## src/hdl/dual_ultrasonic_range_sequencer_core_defines.svh

```systemverilog
// ----------------------------------------------------------------------------
// dual ultrasonic range sequencer assertion macros
// checks that hold under reset gating on the block clock
// ----------------------------------------------------------------------------
`ifndef DUAL_ULTRASONIC_RANGE_SEQUENCER_CORE_DEFINES_SVH
`define DUAL_ULTRASONIC_RANGE_SEQUENCER_CORE_DEFINES_SVH

// same-cycle implication
`define DURS_ASSERT_NOW(label, clk, rst_n, ante, cons, msg) \
    label: assert property (@(posedge clk) disable iff (!rst_n) (ante) |-> (cons)) \
        else $error(msg);

// next-cycle implication
`define DURS_ASSERT_NEXT(label, clk, rst_n, ante, cons, msg) \
    label: assert property (@(posedge clk) disable iff (!rst_n) (ante) |=> (cons)) \
        else $error(msg);

`endif

```

## src/hdl/durs_pkg.sv

```systemverilog
// ----------------------------------------------------------------------------
// durs_pkg
// shared types, register indexes and the tick to millimetre conversion
// ----------------------------------------------------------------------------
package durs_pkg;

    localparam int COUNTER_BITS = 16;
    localparam int DIST_W       = 16;
    localparam int CFG_IDX_W    = 2;
    localparam int CFG_DATA_W   = 16;

    typedef logic [DIST_W-1:0]       distance_t;
    typedef logic [COUNTER_BITS-1:0] tick_t;

    // register indexes
    localparam logic [CFG_IDX_W-1:0] CFG_TRIGGER_TICKS    = 2'd0;
    localparam logic [CFG_IDX_W-1:0] CFG_TIMEOUT_TICKS    = 2'd1;
    localparam logic [CFG_IDX_W-1:0] CFG_GROUP_SIZE       = 2'd2;
    localparam logic [CFG_IDX_W-1:0] CFG_DISTANCE_CEILING = 2'd3;

    localparam logic [7:0]        TRIGGER_TICKS_RST    = 8'd10;
    localparam logic [15:0]       TIMEOUT_TICKS_RST    = 16'd30000;
    localparam logic [3:0]        GROUP_SIZE_RST       = 4'd10;
    localparam logic [DIST_W-1:0] DISTANCE_CEILING_RST = 16'd4001;

    localparam tick_t     TICK_MAX = '1;
    localparam distance_t DIST_MAX = '1;

    // ticks*17/100: product of ticks and 17, then a reciprocal multiply for /100
    localparam int PROD_W    = COUNTER_BITS + 5;
    localparam int DIV_SHIFT = PROD_W + 7;
    localparam int RECIP_W   = PROD_W + 1;
    localparam int BIG_W     = PROD_W + RECIP_W;
    localparam int QUO_W     = PROD_W - 6;
    localparam int QEXT_W    = (QUO_W > DIST_W) ? QUO_W : DIST_W;
    localparam logic [RECIP_W-1:0] DIV100_RECIP =
        RECIP_W'(((64'd1 << DIV_SHIFT) + 64'd99) / 64'd100);

    function automatic distance_t to_mm(input tick_t ticks);
        logic [PROD_W-1:0] prod;
        logic [BIG_W-1:0]  big;
        logic [QUO_W-1:0]  quo;
        logic [QEXT_W-1:0] quo_ext;
        prod    = (PROD_W'(ticks) << 4) + PROD_W'(ticks);
        big     = BIG_W'(prod) * BIG_W'(DIV100_RECIP);
        quo     = QUO_W'(big >> DIV_SHIFT);
        quo_ext = QEXT_W'(quo);
        if (quo_ext > QEXT_W'(DIST_MAX))
        begin
            return DIST_MAX;
        end
        return quo_ext[DIST_W-1:0];
    endfunction

endpackage

```

## src/hdl/dual_ultrasonic_range_sequencer_core.sv

```systemverilog
// ----------------------------------------------------------------------------
// dual_ultrasonic_range_sequencer_core
// two-sensor ultrasonic ranging sequencer with group minimum reporting
// ----------------------------------------------------------------------------
// Each input word is one 1 us timer tick with both echo levels; each accepted
// word gives exactly one result word with both trigger levels and, when a
// group of measurements is complete, its minimum distance in millimetres.
// The block takes one word per clock: the next sequencer state is computed
// combinationally from the state registers and the echo levels, and the result
// lands in an output register, so a new tick is accepted every cycle unless
// that register holds a word the sink has not taken. The conversion
// ticks*17/100 is a shift-add and one constant reciprocal multiply in the
// update path. Configuration writes take effect on the next tick.
// ----------------------------------------------------------------------------
`include "dual_ultrasonic_range_sequencer_core_defines.svh"

module dual_ultrasonic_range_sequencer_core (
    input  logic                                clk,
    input  logic                                rst_n,
    input  logic                                cfg_write,
    input  logic [durs_pkg::CFG_IDX_W-1:0]      cfg_index,
    input  logic [durs_pkg::CFG_DATA_W-1:0]     cfg_data,
    input  logic                                in_valid,
    output logic                                in_ready,
    input  logic                                echo_left,
    input  logic                                echo_right,
    output logic                                out_valid,
    input  logic                                out_ready,
    output logic                                trigger_left,
    output logic                                trigger_right,
    output logic                                left_ready,
    output durs_pkg::distance_t                 left_distance,
    output logic                                right_ready,
    output durs_pkg::distance_t                 right_distance
);
    import durs_pkg::*;

    localparam logic [3:0] PH_L_START = 4'd0;
    localparam logic [3:0] PH_L_TRIG  = 4'd1;
    localparam logic [3:0] PH_L_WAIT  = 4'd2;
    localparam logic [3:0] PH_L_ECHO  = 4'd3;
    localparam logic [3:0] PH_R_START = 4'd4;
    localparam logic [3:0] PH_R_TRIG  = 4'd5;
    localparam logic [3:0] PH_R_WAIT  = 4'd6;
    localparam logic [3:0] PH_R_ECHO  = 4'd7;
    localparam logic [3:0] PH_REST    = 4'd8;

    localparam int CMP_W = (COUNTER_BITS > 16) ? COUNTER_BITS : 16;

    // configuration
    logic [7:0]  trigger_ticks_reg;
    logic [15:0] timeout_ticks_reg;
    logic [3:0]  group_size_reg;
    distance_t   ceiling_reg;

    // sequencer state
    logic [3:0]  phase_reg, phase_next;
    tick_t       tick_reg, tick_next;
    distance_t   min_left_reg, min_left_next;
    distance_t   min_right_reg, min_right_next;
    logic [3:0]  count_left_reg, count_left_next;
    logic [3:0]  count_right_reg, count_right_next;
    logic        trig_l_reg, trig_l_next;
    logic        trig_r_reg, trig_r_next;

    // result word
    logic        out_valid_reg;
    logic        res_trig_l_reg, res_trig_r_reg;
    logic        res_left_ready_reg, res_right_ready_reg;
    distance_t   res_left_dist_reg, res_right_dist_reg;

    logic        in_fire;
    logic [3:0]  group_eff;
    logic        left_report, right_report;
    distance_t   left_dist_next, right_dist_next;
    tick_t       tick_act;
    logic [3:0]  phase_act;
    distance_t   mm_left, mm_right;

    assign in_ready  = !out_valid_reg || out_ready;
    assign in_fire   = in_valid && in_ready;
    assign group_eff = (group_size_reg == 4'd0) ? 4'd1 : group_size_reg;
    assign mm_left   = to_mm(tick_reg);
    assign mm_right  = to_mm(tick_reg);

    always_ff @(posedge clk or negedge rst_n)
    begin
        if (!rst_n)
        begin
            trigger_ticks_reg <= TRIGGER_TICKS_RST;
            timeout_ticks_reg <= TIMEOUT_TICKS_RST;
            group_size_reg    <= GROUP_SIZE_RST;
            ceiling_reg       <= DISTANCE_CEILING_RST;
        end
        else if (cfg_write)
        begin
            case (cfg_index)
                CFG_TRIGGER_TICKS:    trigger_ticks_reg <= cfg_data[7:0];
                CFG_TIMEOUT_TICKS:    timeout_ticks_reg <= cfg_data[15:0];
                CFG_GROUP_SIZE:       group_size_reg    <= cfg_data[3:0];
                CFG_DISTANCE_CEILING: ceiling_reg       <= cfg_data[DIST_W-1:0];
                default: ;
            endcase
        end
    end

    always_comb
    begin
        phase_act        = phase_reg;
        tick_act         = tick_reg;
        min_left_next    = min_left_reg;
        min_right_next   = min_right_reg;
        count_left_next  = count_left_reg;
        count_right_next = count_right_reg;
        trig_l_next      = trig_l_reg;
        trig_r_next      = trig_r_reg;
        left_report      = 1'b0;
        right_report     = 1'b0;
        left_dist_next   = '0;
        right_dist_next  = '0;

        case (phase_reg)
            PH_L_START:
            begin
                tick_act    = '0;
                trig_l_next = 1'b1;
                phase_act   = PH_L_TRIG;
            end
            PH_L_TRIG:
            begin
                if (tick_reg >= COUNTER_BITS'(trigger_ticks_reg))
                begin
                    trig_l_next = 1'b0;
                    phase_act   = PH_L_WAIT;
                end
            end
            PH_L_WAIT:
            begin
                if (echo_left)
                begin
                    tick_act  = '0;
                    phase_act = PH_L_ECHO;
                end
            end
            PH_L_ECHO:
            begin
                if (!echo_left)
                begin
                    if (mm_left < min_left_reg)
                    begin
                        min_left_next = mm_left;
                    end
                    count_left_next = count_left_reg + 4'd1;
                    phase_act       = PH_R_START;
                end
            end
            PH_R_START:
            begin
                tick_act    = '0;
                trig_r_next = 1'b1;
                phase_act   = PH_R_TRIG;
            end
            PH_R_TRIG:
            begin
                if (tick_reg >= COUNTER_BITS'(trigger_ticks_reg))
                begin
                    trig_r_next = 1'b0;
                    phase_act   = PH_R_WAIT;
                end
            end
            PH_R_WAIT:
            begin
                if (echo_right)
                begin
                    tick_act  = '0;
                    phase_act = PH_R_ECHO;
                end
            end
            PH_R_ECHO:
            begin
                if (!echo_right)
                begin
                    if (mm_right < min_right_reg)
                    begin
                        min_right_next = mm_right;
                    end
                    count_right_next = count_right_reg + 4'd1;
                    phase_act        = PH_REST;
                end
            end
            default: ;
        endcase

        // timeout restarts the left side (or the whole cycle) or the right side
        phase_next = phase_act;
        if (CMP_W'(tick_act) > CMP_W'(timeout_ticks_reg))
        begin
            phase_next = (phase_act < PH_R_START || phase_act == PH_REST) ?
                         PH_L_START : PH_R_START;
        end

        if (count_left_next >= group_eff)
        begin
            left_report     = 1'b1;
            left_dist_next  = min_left_next;
            count_left_next = 4'd0;
            min_left_next   = ceiling_reg;
        end
        if (count_right_next >= group_eff)
        begin
            right_report     = 1'b1;
            right_dist_next  = min_right_next;
            count_right_next = 4'd0;
            min_right_next   = ceiling_reg;
        end

        tick_next = (tick_act < TICK_MAX) ? tick_act + COUNTER_BITS'(1) : tick_act;
    end

    always_ff @(posedge clk or negedge rst_n)
    begin
        if (!rst_n)
        begin
            phase_reg       <= PH_L_START;
            tick_reg        <= '0;
            min_left_reg    <= DISTANCE_CEILING_RST;
            min_right_reg   <= DISTANCE_CEILING_RST;
            count_left_reg  <= 4'd0;
            count_right_reg <= 4'd0;
            trig_l_reg      <= 1'b0;
            trig_r_reg      <= 1'b0;
        end
        else if (in_fire)
        begin
            phase_reg       <= phase_next;
            tick_reg        <= tick_next;
            min_left_reg    <= min_left_next;
            min_right_reg   <= min_right_next;
            count_left_reg  <= count_left_next;
            count_right_reg <= count_right_next;
            trig_l_reg      <= trig_l_next;
            trig_r_reg      <= trig_r_next;
        end
    end

    always_ff @(posedge clk or negedge rst_n)
    begin
        if (!rst_n)
        begin
            out_valid_reg <= 1'b0;
        end
        else if (in_fire)
        begin
            out_valid_reg <= 1'b1;
        end
        else if (out_ready)
        begin
            out_valid_reg <= 1'b0;
        end
    end

    always_ff @(posedge clk)
    begin
        if (in_fire)
        begin
            res_trig_l_reg      <= trig_l_next;
            res_trig_r_reg      <= trig_r_next;
            res_left_ready_reg  <= left_report;
            res_right_ready_reg <= right_report;
            res_left_dist_reg   <= left_dist_next;
            res_right_dist_reg  <= right_dist_next;
        end
    end

    assign out_valid      = out_valid_reg;
    assign trigger_left   = res_trig_l_reg;
    assign trigger_right  = res_trig_r_reg;
    assign left_ready     = res_left_ready_reg;
    assign right_ready    = res_right_ready_reg;
    assign left_distance  = res_left_dist_reg;
    assign right_distance = res_right_dist_reg;

    `DURS_ASSERT_NEXT(a_left_start_raises_trigger, clk, rst_n,
        in_fire && phase_reg == PH_L_START, trig_l_reg,
        "left trigger not raised at start of left phase")
    `DURS_ASSERT_NEXT(a_report_clears_count, clk, rst_n,
        in_fire && left_report, count_left_reg == 4'd0 && min_left_reg == $past(ceiling_reg),
        "left group not restarted after report")
    `DURS_ASSERT_NEXT(a_idle_holds_state, clk, rst_n,
        !in_fire, $stable(phase_reg) && $stable(tick_reg) && $stable(count_right_reg),
        "sequencer state moved without an accepted word")
    `DURS_ASSERT_NOW(a_quiet_side_zero, clk, rst_n,
        out_valid_reg && !res_right_ready_reg, res_right_dist_reg == '0,
        "right distance nonzero without a report")

endmodule

```

## config.mk

```make
export PLATFORM = sky130hd
export DESIGN_NAME = dual_ultrasonic_range_sequencer_core
export DESIGN_NICKNAME = d
export VERILOG_FILES = /design/src/hdl/durs_pkg.sv /design/src/hdl/dual_ultrasonic_range_sequencer_core.sv
export VERILOG_INCLUDE_DIRS = /design/src /design/src/hdl
export SDC_FILE = /design/constraint.sdc
export NUM_CORES = 1
export LEC_CHECK = 0
export BUFFER_PORTS_ARGS = -buffer_cell sky130_fd_sc_hd__buf_2
export CAP_MARGIN = 40
export CORE_UTILIZATION = 50
export DETAILED_ROUTE_END_ITERATION = 8
export PLACE_DENSITY = 0.67
export SYNTH_ARGS = -nofsm -noshare
export SYNTH_HDL_FRONTEND = slang
export SYNTH_SLANG_ARGS = --single-unit
```

## constraint.sdc

```tcl
create_clock -name clk -period 10.5 [get_ports clk]
set_input_delay 2.1 -clock clk [delete_from_list [all_inputs] [get_ports clk]]
set_output_delay 2.1 -clock clk [all_outputs]
set_load 0.03 [all_outputs]
```

### Yosys cells after proc, flatten, opt, wreduce, memory -nomap -nowiden

Index checks and enable logic that the tools add are counted.

* multiply operators: 1
* reduce and logical (&&, ||, !) cells: 13
* equality and inequality tests: 11
* shift operators: 0
* divide/modulo/power cells: 0
* add/sub/neg operators: 4
* muxes and demuxes: 36
* bitwise operators: 0
* order comparisons: 8

Operator list (count)
* $mux W16: 11
* $mux W4: 14
* $pmux W16 S3: 1
* $mul A21 B22 Y43 const B: 1
* $lt A15 B16 Y1: 2
* $pmux W4 S8: 1
* $add A20 B16 Y21: 1
* $add A16 B1 Y16 const B: 1
* $eq A4 B3 Y1 const B: 4
* $ge A16 B8 Y1: 1
* $gt A16 B16 Y1: 1
* $lt A16 B16 Y1 const B: 1
* $add A4 B1 Y4 const B: 2
* $eq A4 B2 Y1 const B: 2
* $ge A4 B4 Y1: 2
* $logic_not A4 Y1: 2
* $reduce_and A2 Y1: 4
* $mux W1: 6
* $eq A2 B2 Y1 const B: 2
* $eq A4 B1 Y1 const B: 1
* $eq A4 B4 Y1 const B: 1
* $lt A4 B3 Y1 const B: 1
* $pmux W1 S2: 2
* $mux W3: 1
* 7 further kinds: 8

* word-level logic and storage cells: 92
* bits in registers: 143
* bits in writable memories: 0
* memories kept: 0
* latch bits: 0
* input bits: 25
* bits in read-only memories: 0
* output and inout port bits: 38

### Longest topological paths before layout

Gate-level depths: netlist of run 1.

* word-level depth: 7
* gate-level depth with buffers: 46

### Worst setup path after synthesis of run 1

No wires, ideal clock.

* path type: reg-to-reg
* from: register tick_reg[1]
* to: register res_left_dist_reg[2] (netlist: left_distance[2]) (data pin)
* path slack: 0.594 ns
* path buffers: 1
* setup time: 0.266 ns
* arrival time: 9.640 ns
* stages on the path, launching flop included: 40
* cells stage by stage: dfrtp_1 -> inv_1 -> fa_1 -> nor2b_1 -> o21ai_0 -> a21boi_0 -> o21ai_0 -> a21oi_1 -> o2111ai_1 -> a41o_1 -> nor2_1 -> xor2_1 -> fa_1 -> inv_1 -> fa_1 -> inv_1 -> fa_1 -> fa_1 -> (+4 left out) -> and3_1 -> a31oi_1 -> o21ai_0 -> a21o_1 -> a41o_1 -> o21a_1 -> or3_4 -> and2_4 -> ha_1 -> a21o_1 -> a21oi_1 -> nor3_1 -> nor3_1 -> nand2_1 -> o21ai_2 -> buf_4 -> mux2i_1 -> nor2_1

* longest elaborated chain between the ends: 6

Ends and longest elaborated chain
* start: declaration: line dual_ultrasonic_range_sequencer_core.sv:58 `tick_t tick_reg, tick_next;`
* start signal: assignment: line dual_ultrasonic_range_sequencer_core.sv:236 `tick_reg <= tick_next;`
* $add A20 B16 Y21 *: line durs_pkg.sv:44 `prod = (PROD_W'(ticks) << 4) + PROD_W'(ticks);`
* $mul A21 B22 Y43 *: line durs_pkg.sv:45 `big = BIG_W'(prod) * BIG_W'(DIV100_RECIP);`
* $lt A15 B16 Y1: line dual_ultrasonic_range_sequencer_core.sv:149 `if (mm_left < min_left_reg)`
* $mux W16 *: line dual_ultrasonic_range_sequencer_core.sv:149
* $mux W16 *: line dual_ultrasonic_range_sequencer_core.sv:147 `if (!echo_left)`
* $mux W16 *: line dual_ultrasonic_range_sequencer_core.sv:122 `case (phase_reg)`
* end signal: assignment: line dual_ultrasonic_range_sequencer_core.sv:270 `res_left_dist_reg <= left_dist_next;`
* end: declaration: line dual_ultrasonic_range_sequencer_core.sv:70 `distance_t res_left_dist_reg, res_right_dist_reg;`

Every way passes the cells marked *; elsewhere a longest branch is shown, timed or not.
A chain may end at the register's enable or synchronous reset.

### Worst setup path after layout of run 1

* from: register tick_reg[5]
* to: register res_right_dist_reg[14] (netlist: right_distance[14]) (data pin)

* longest elaborated chain between the ends: 6

Ends and longest elaborated chain
* $add A20 B16 Y21 *: line durs_pkg.sv:44
* $mul A21 B22 Y43 *: line durs_pkg.sv:45
* $lt A15 B16 Y1: line dual_ultrasonic_range_sequencer_core.sv:183 `if (mm_right < min_right_reg)`
* $mux W16 *: line dual_ultrasonic_range_sequencer_core.sv:183
* $mux W16 *: line dual_ultrasonic_range_sequencer_core.sv:181 `if (!echo_right)`
* $mux W16 *: line dual_ultrasonic_range_sequencer_core.sv:122
* end signal: assignment: line dual_ultrasonic_range_sequencer_core.sv:271 `res_right_dist_reg <= right_dist_next;`
* end: declaration: line dual_ultrasonic_range_sequencer_core.sv:70

Marks and branches as above.

==> results of run 1 <==
## placed cells by master (no fill, tap or decap), types with 19 or more instances in the layout
master     count
mux2_2        40
nor2_1        66
buf_2         61
ha_1         272
o21ai_0       43
nand3_1       29
dfrtp_1       75
clkbuf_16     19
inv_1        321
a21oi_1       45
a21o_1        33
nand2_1       82
dfstp_2       32
buf_4         62
xnor2_1       23
fa_1         154
edfxtp_1      36
mux2i_1       21
## through the flow
step	std cells	utilization [%]	hold slack (ns)
finish	2170	58.2	0.496
global route	2170	58.2	0.519
CTS	2154	56.7	0.496
detailed placement	2121	54.6	0.482
global placement	2119	54.5	0.472
floorplan	1609	-	0.460
## Yosys cell counts (4+ instances only)
cell        n  area [sq um]
o21a_1     13          97.6
nand3_1    33           165
o31ai_1    10          75.1
dfstp_2    32           841
a222oi_1    6          60.1
o221a_2    12           135
nor2b_1     9          56.3
or2_2       4          25.0
o22ai_1     6          37.5
buf_2       8          40.0
dfrtp_1    75          1880
nand4b_1    5          43.8
ha_1      281          3520
xor2_1     17           149
a211oi_1    5          37.5
a21oi_1    53           265
a21boi_0    4          30.0
mux2i_1    21           210
nor3_1     21           105
nor2_1     70           263
o211ai_1    9          67.6
mux2_2     40           450
fa_1      157          3140
nand2b_1   12          75.1
a41o_1      4          40.0
or3_1      18           113
inv_1     323          1210
clkbuf_1   25          93.8
nand4_1    16           100
nand2_1    82           308
edfxtp_1   36          1080
a211o_1     4          35.0
and2_1     10          62.6
a21o_1     33           248
and3_1      8          50.1
o21ai_0    45           225
xnor2_1    25           219
o32a_1      4          40.0
o221a_1     6          67.6
a31oi_1     9          56.3
## repair_timing
item,4_1_cts,5_1_grt
buffers inserted,1,15
resized for setup,5,66
hold buffers,0,0
pin swaps,1,28
gates cloned,0,1
setup endpoints to repair,53,64
## kinds of logic (layout without fill, tap and decap cells)
family | after synthesis | count (layout)
fa+ha+maj | 438 | 438
flops | 143 | 143
mux | 61 | 61
compound gates | 257 | 257
buf+inv | 360 | 486
xor+xnor | 43 | 43
simple gates | 307 | 307
## power by group
group	internal (mW)	total [mW]	switching, mW	leakage [nW]
sequential	0.743	0.853	0.110	1.61
combinational	1.51	3.71	2.20	7.87
clock	0.390	0.630	0.240	0.299
## per-layer routing
metal	up-vias	routed length, um
met5	-	0
met3	63	2410
met1	5889	18800
met4	0	864
li1	5698	-
met2	386	18900
## tightest hold or removal path: stages (launching register included)
cell and delay, ns:
dfrtp_1 0.35, nand2_1 0.06, nand2_1 0.05
## how the worst max path moves through the flow
stage | to | slack [ns]
floorplan | left_distance[2] | 0.59
global route | right_distance[14] | -0.16
global placement | min_left_reg[4] | -0.07
detailed placement | min_left_reg[4] | -0.21
finish | right_distance[14] | 0.28
CTS | min_right_reg[2] | 0.0003
## cell type report
class                   instances  area share (%)
inverters                     324            6.59
multi-input cells            1106            61.9
clock buffers                  25            2.79
repair buffers                130            4.71
well taps                     435            2.94
clock inverters                 7           0.535
flip-flops and latches        143            20.5
==> metrics, run 1 <==
Crit Path Max Fanout 7; clk_skew 0.0141 ns; Place WS -0.212 ns; Synth Flop Type dfrtp_1; number of synthesized flops with an enable pin 36; Slew HR 44.7%; ANT nets after route 0; post-synthesis sequential area ratio approximately a quarter; num rows 65; Tcrit/Tclk final between 90% and 100%; die area between 30000 and 40000 sq um; Critical R2R Launch tick_reg[5]; busiest grt layer met2; Top cell by count, worst path fa_1; worst slew pin tran 0.826 ns; Worst R2R End right_distance[14]; netlist area before placement 16300 sq um; antenna violations before repair 0; Worst path depth 42; Warnings, synthesis 0; Seq cells post-synth between 100 and 150; Max VDD drop 0.395 mV; Starting Density 51.2%; pin count of the biggest net entering global routing 63; diodes inserted 0; Layout area overhead 13.7%; met3 usage in global routing 3.87%; crit path kind reg2reg; die width 182 um; routing usage on met1 36.2%; Setup crit start tick_reg[5]; R2R setup slack between 0.2 and 0.3 ns; Slowest cell on crit path fa_2; CTS H-Tree Depth 4; root buffer cell clkbuf_16; CP Data Required Time 10.76 ns; PortBufs just over 60; post-DP HPWL 32900 um; Multi-input gate area between 10000 and 15000 sq um; drc violations 0; TritonCTS Sinks 143; fillers 2673; post-route setup slack 0.277 ns; Max Slew Vio Count 0; number of global-route vias before repair around 12000; Worst Setup End Kind register; syn avg cell area ~10 sq um; Leak 9.78 nW; fmax 0.0978 GHz; post-DR vias/cell 5.55; CTS Buf Count 17; TritonCTS clock tree yes; CP Launch Type register; Clk pin slew, worst setup/hold paths 0.06 ns; Post-Synth Adder-Cell Area between 40% and 50%; via count 12000; Power Density between 200 and 300 nW/um^2; Buf+Inv Stages, Crit Path 7; DP Area 17400 sq um; post-synthesis cell count ~1600; main combinational cell family by area after synthesis adder cells; register area approximately 3800 sq um; Hold Path End count_left_reg[3]; max cap viols 0; Worst Hold Class reg2reg; Routed WL 41000 um; Crit path largest cell delay around 0.59 ns; arrival time at the worst endpoint roughly 10 ns; total power 5.19 mW; routed len/inst 18.9 um; Synth cell types 76; outcome completed; CP delay by family, top adder cells; Total Routing Usage GR 25.5%; Final Critical Period 10.22 ns; Clock Path Buffers 2; Synth Net Count 2072; DRT iter0 DRCs about 820; worst reg-to-reg path cell count 42; multiplexer share of the synthesized area 4.06%; met2 Track Usage GR 41.0%; Worst Hold Path Cells 2; share of post-route cells with drive strength above 1 18.0%; die height between 150 and 200 um; final setup fails 0; Async S/R FF share, synth between 70% and 80%; final hold vios 0; global route overflow 0; drt pass-1 iters 7; core region area ~32000 sq um; hold_sp count_left_reg[3]; first-pass GRT wire length 65400 um; post-synthesis compound-gate area fraction 11.3%; Worst-Skew Late Latency 0.44 ns; IO Pins 63; simple-gate area share of the yosys netlist 9.54%; Nets 2185; Final Cell Area 18500 sq um; GPL Wtd Cong between 0.9 and 1; Post-Synth XOR/XNOR Area about 2.4%; setup tns final 0 ns
Power figures use the tool's default switching activity.
==> run 2: changes to the inputs <==
- PLACE_DENSITY: 0.67 -> 0.65
- clock period: 10.5 -> 12.35 ns (I/O delays scaled with it)
==> run 2 against run 1 <==
Wire length decreased by 1.1%. Critical path type unchanged. Hold slack better by 0.0072 ns. Sequential power fell by 14%. Die area is the same. Register-to-register slack improved by 0.63 ns. Maximum frequency decreased by 11%. Combinational power shrank 18%. Critical path depth down 1.
==> metrics, run 2 (same netlist as run 1, synthesis figures left out) <==
core region area 31800 sq um (unchanged); TritonCTS clock tree yes; CTS Buf Count 17 (unchanged); diodes inserted 0 (unchanged); final hold vios 0 (unchanged); Tcrit/Tclk final 92.6% (-4.7 points); post-DR vias/cell 5.58 (+0.56%); Worst Setup End Kind register; PortBufs 62 (unchanged); Slew HR 41.0% (-3.8 points); outcome completed; die area 33300 sq um (unchanged); share of post-route cells with drive strength above 1 13.0% (-5.1 points); pin count of the biggest net entering global routing 63 (unchanged); Critical R2R Launch tick_reg[1]; root buffer cell clkbuf_16; Clock Path Buffers 2 (unchanged); Max Slew Vio Count 0 (unchanged); Seq pwr share 17.1% (+0.7 points); CP Data Required Time 12.67 ns (+1.91 ns); Nets 2138 (-2.2%); final design utilization 55.9% (-2.3 points); clock group share of total power 12.8% (+0.7 points); Routed WL 40600 um (-1.1%); drt pass-1 iters 5 (-2); R2R setup slack 0.91 ns (+0.63 ns); Worst Hold Path Cells 1 (-1); DRT iter0 DRCs 796 (-3.3%); routed len/inst 19.1 um (+1.1%); crit path kind reg2reg; worst reg-to-reg path cell count 41 (-2.4%); Hold Path End timeout_ticks_reg[15]; num rows 65 (unchanged); CP Launch Type register; die height 182 um (unchanged); Layout area overhead 9.26%; Top cell by count, worst path fa_1; Clk pin slew, worst setup/hold paths 0.06 ns (about the same); Leak 9.52 nW (-2.7%); TritonCTS Sinks 143 (unchanged); number of global-route vias before repair 12400 (+1.6%); arrival time at the worst endpoint 11.76 ns (+1.27 ns); Slowest cell on crit path dfrtp_1; global route overflow 0 (unchanged); hold_sp timeout_ticks_reg[15]; Max VDD drop 0.281 mV (-29%); Worst R2R End min_left_reg[11]; max cap viols 0 (unchanged); IO Pins 63 (unchanged); sw power 2.10 mW (-17%); Total Routing Usage GR 25.8% (+0.26 points); fillers 2841 (+6.3%); Logic pwr share 70.1% (-1.3 points); Crit Path Max Fanout 22 (+15); ANT nets after route 0 (unchanged); GPL Wtd Cong 1.00 (+2.6%); worst slew pin tran 0.883 ns (+0.0569 ns); post-DP HPWL 33100 um (+0.69%); clk_skew 0.0127 ns (-0.00148 ns); most common cell after layout, fill and taps aside inv_1; Power Density 243 nW/um^2 (-13%); Starting Density 51.2% (unchanged); drc violations 0 (unchanged); most frequent cells in the layout inv_1, ha_1, fa_1, nand2_1, dfrtp_1; die width 182 um (unchanged); first-pass GRT wire length 66200 um (+1.2%); switch share 48.7% (-0.42 points); Final Critical Period 11.44 ns (+1.22 ns); via count 11800 (-1.6%); Int Pwr 2.21 mW (-16%); setup tns final 0 ns (unchanged); fmax 0.0874 GHz (-11%); Worst-Skew Late Latency 0.44 ns (about the same); antenna violations before repair 0 (unchanged); CTS H-Tree Depth 4 (unchanged); Worst Hold Class reg2reg; Crit path largest cell delay 0.55 ns (-0.04 ns); final setup fails 0 (unchanged); RSZ-0062 raised after global routing false
-- run 2: worst max-delay path: cells and delay by family (launching register included) --
kind                     cells  cell delay, ns
buffers and inverters        5            0.88
AND/OR/NAND/NOR              8            1.36
AO/OA/AOI/OAI               16            3.35
XOR/XNOR                     2            0.83
flip-flops                   1            0.55
adder cells (fa/ha/maj)     10            4.35
-- run 2: repair_timing --
item / CTS / global route
hold buffers: 0 / 0
endpoints found under the setup margin: 0 / 36
gates resized for setup: 0 / 2
setup buffers: 0 / 0
-- run 2: final cells by class --
cell class	instances	area (sq um)	share of cell area (%)
Sequential cell	143	3800	21.4
Inverter	324	1220	6.84
Multi-Input combinational cell	1106	11100	62.6
Clock buffer	22	464	2.61
Timing Repair Buffer	83	470	2.65
Clock inverter	10	161	0.908
Tap cell	435	544	3.06
-- run 2: worst max path at each step --
stage / startpoint / cells after the start / slack [ns] / endpoint
finish: tick_reg[1] / 41 / 0.91 / min_left_reg[11]
global route: tick_reg[1] / 41 / 0.10 / min_right_reg[11]
CTS: tick_reg[1] / 40 / 0.74 / min_right_reg[6]
detailed placement: tick_reg[1] / 40 / 0.84 / min_right_reg[6]
global placement: tick_reg[1] / 39 / 0.96 / min_left_reg[4]
floorplan: tick_reg[1] / 39 / 2.44 / left_distance[2]
-- run 2: per-stage QoR --
stage	cell area, sq um	hold WS, ns	total power, mW	setup WS [ns]	instances
floorplan	16300	0.460	2.89	2.44	1609
detailed placement	17100	0.489	3.71	0.844	2091
finish	17800	0.503	4.32	0.910	2123
CTS	17800	0.503	4.31	0.738	2123
global route	17800	0.520	4.78	0.100	2123
global placement	17100	0.476	3.63	0.961	2087
-- run 2: power groups by stage --
| stage | registers (mW) | logic (mW) | clock network (mW) |
|---|---|---|---|
| 3_3_place_gp | 0.738 | 2.89 | 0 |
| 5_1_grt | 0.751 | 3.45 | 0.580 |
| 2_1_floorplan | 0.731 | 2.16 | 0 |
| 4_1_cts | 0.733 | 3.02 | 0.559 |
| 3_5_place_dp | 0.741 | 2.97 | 0 |
| 6_report | 0.737 | 3.03 | 0.553 |
-- run 2: routing by layer --
metal,routed length [um],global-route usage (%),share of wire (%)
met2,18600,41.3,46
met4,791,6.72,1.9
met1,19200,36.6,47
met5,0,0,0
met3,2020,3.77,5.0
==> run 3: changes to the inputs <==
- PLACE_DENSITY: 0.65 -> 0.79
==> run 3 against run 2 <==
Combinational power is 4% lower. Register-to-register slack worse by 0.17 ns. Sequential share of layout area rose by 0.075 points. Non-clock buffer count is 5 lower. Cell count is 0.24% lower. Sequential power rose by 0.5%. Clock power decreased by 10%. Critical path depth did not move. Utilization is 0.20 points lower. Critical endpoint unchanged. Largest cell class unchanged.
==> metrics, run 3 (same netlist as run 1, synthesis figures left out) <==
DRT iter0 DRCs 873 (+9.7%); Worst-Skew Late Latency 0.44 ns (about the same); final hold vios 0 (unchanged); hold_ws 0.489 ns (-0.0137 ns); arrival time at the worst endpoint 11.92 ns (+0.16 ns); Nets 2133 (-0.23%); CP Data Required Time 12.66 ns (about the same); dpl cells 2086 (-0.24%); die height 182 um (unchanged); Hold Path End count_right_reg[3]; pin count of the biggest net entering global routing 68 (+7.9%); most frequent cells in the layout inv_1, ha_1, fa_1, nand2_1, dfrtp_1; Max Slew Vio Count 0 (unchanged); Multi-input gate area 11100 sq um (+0.16%); Top cell by count, worst path fa_1; Clk pin slew, worst setup/hold paths 0.06 ns (about the same); Final Critical Period 11.61 ns (+0.170 ns); share of post-route cells with drive strength above 1 12.8% (-0.14 points); Clock Path Buffers 2 (unchanged); num rows 65 (unchanged); post-DR vias/cell 5.67 (+1.7%); final setup fails 0 (unchanged); worst slew pin tran 0.894 ns (+0.0109 ns); first-pass GRT wire length 65200 um (-1.6%); Power Density 234 nW/um^2 (-3.6%); Crit Path Max Fanout 18 (-18%); PortBufs 62 (unchanged); fmax 0.0861 GHz (-1.5%); Total Routing Usage GR 25.1% (-0.73 points); die width 182 um (unchanged); met1 wire length 16900 um (-12%); Crit path largest cell delay 0.58 ns (+0.03 ns); via count 12000 (+1.4%); fillers 2711 (-4.6%); most common cell after layout, fill and taps aside inv_1; number of global-route vias before repair 12600 (+1.9%); drc violations 0 (unchanged); Worst R2R End min_left_reg[11]; Layout area overhead 8.88%; Tcrit/Tclk final 94.0% (+1.4 points); Worst Setup End Kind register; core region area 31800 sq um (unchanged); register area 3800 sq um (unchanged); ANT nets after route 0 (unchanged); Worst Hold Path Cells 2 (+1); routed wl met3 3000 um (+49%); drt pass-1 iters 6 (+1); R2R setup slack 0.74 ns (-0.17 ns); antenna violations before repair 0 (unchanged); diodes inserted 0 (unchanged); setup tns final 0 ns (unchanged); outcome completed; CTS Buf Count 17 (unchanged); CTS H-Tree Depth 4 (unchanged); Slowest cell on crit path fa_1; post-DP HPWL 32100 um (-3.0%); Routed WL 39400 um (-2.9%); root buffer cell clkbuf_16; TritonCTS clock tree yes; post-cts sizing count 0 (unchanged); die area 33300 sq um (unchanged); clk_skew 0.0102 ns (-0.00245 ns); crit path kind reg2reg; Max VDD drop 0.271 mV (-3.6%); routed wl met2 18100 um (-2.5%); Critical R2R Launch tick_reg[1]; RSZ-0062 raised after global routing false; global route overflow 0 (unchanged); max cap viols 0 (unchanged); TritonCTS Sinks 143 (unchanged); Slew HR 40.0% (-0.99 points); Worst Hold Class reg2reg; CP Launch Type register; routed len/inst 18.6 um (-2.7%); GPL Wtd Cong 0.978 (-2.6%); Starting Density 51.2% (unchanged); hold_sp count_right_reg[3]; Non-Filler Instances 2118 (-0.24%); Leak 9.47 nW (-0.52%); IO Pins 63 (unchanged); # hold bufs at CTS 0 (unchanged); Post-CTS Setup Inserts 0 (unchanged); highest metal used met4; worst reg-to-reg path cell count 41 (unchanged)
[run 3: cell count changes in the layout (fill, tap and decap cells not counted), sizes merged]
cell | previous run | this run
clkbuf | 22 | 23
inv | 324 | 325
buf | 83 | 78
clkinvlp | 1 | 2
bufinv | 4 | 1
[run 3: final cells by class]
class | count | area share, %
flip-flops and latches | 143 | 21.4
inverters | 324 | 6.87
repair buffers | 78 | 2.56
clock inverters | 9 | 0.480
multi-input cells | 1106 | 62.9
clock buffers | 23 | 2.70
well taps | 435 | 3.07
[run 3: worst max path at each step]
stage                           start          endpoint  slack (ns)  cells after the start
after floorplan           tick_reg[1]  left_distance[2]        2.44                     39
after global placement    tick_reg[1]  min_right_reg[1]        1.07                     40
after detailed placement  tick_reg[1]  min_right_reg[3]        0.68                     40
after CTS                 tick_reg[1]  min_right_reg[2]        0.66                     40
after global routing      tick_reg[1]  min_left_reg[11]        0.07                     41
final                     tick_reg[1]  min_left_reg[11]        0.74                     41
[run 3: per-layer routing]
layer,vias to the layer above,GRT usage (%)
met5,-,0
met4,0,9.61
met3,107,6.21
met2,447,40.3
met1,5875,32.7
li1,5583,-
[run 3: power breakdown]
part	switching [mW]	total [mW]	internal (mW)
combinational	1.72	2.91	1.20
sequential	0.110	0.741	0.631
clock	0.203	0.496	0.293
total	2.03	4.15	2.12
[run 3: critical path: cells and delay by family (launching register included)]
| family | cells | cell delay [ns] |
|---|---|---|
| AOI/OAI and AO/OA | 16 | 3.62 |
| xor gates and xnor gates | 2 | 0.56 |
| adders and majority gates | 10 | 4.55 |
| buffers and inverters | 5 | 0.83 |
| DFF | 1 | 0.56 |
| and+or+nand+nor | 8 | 1.36 |
[run 3: per-stage QoR]
stage | setup WS (ns) | area (sq um) | power (mW) | util [%]
floorplan | 2.44 | 16300 | 2.89 | -
global placement | 1.07 | 17100 | 3.50 | 53.7
detailed placement | 0.677 | 17100 | 3.62 | 53.8
CTS | 0.656 | 17700 | 4.15 | 55.6
global route | 0.0749 | 17700 | 4.61 | 55.7
finish | 0.740 | 17700 | 4.15 | 55.7
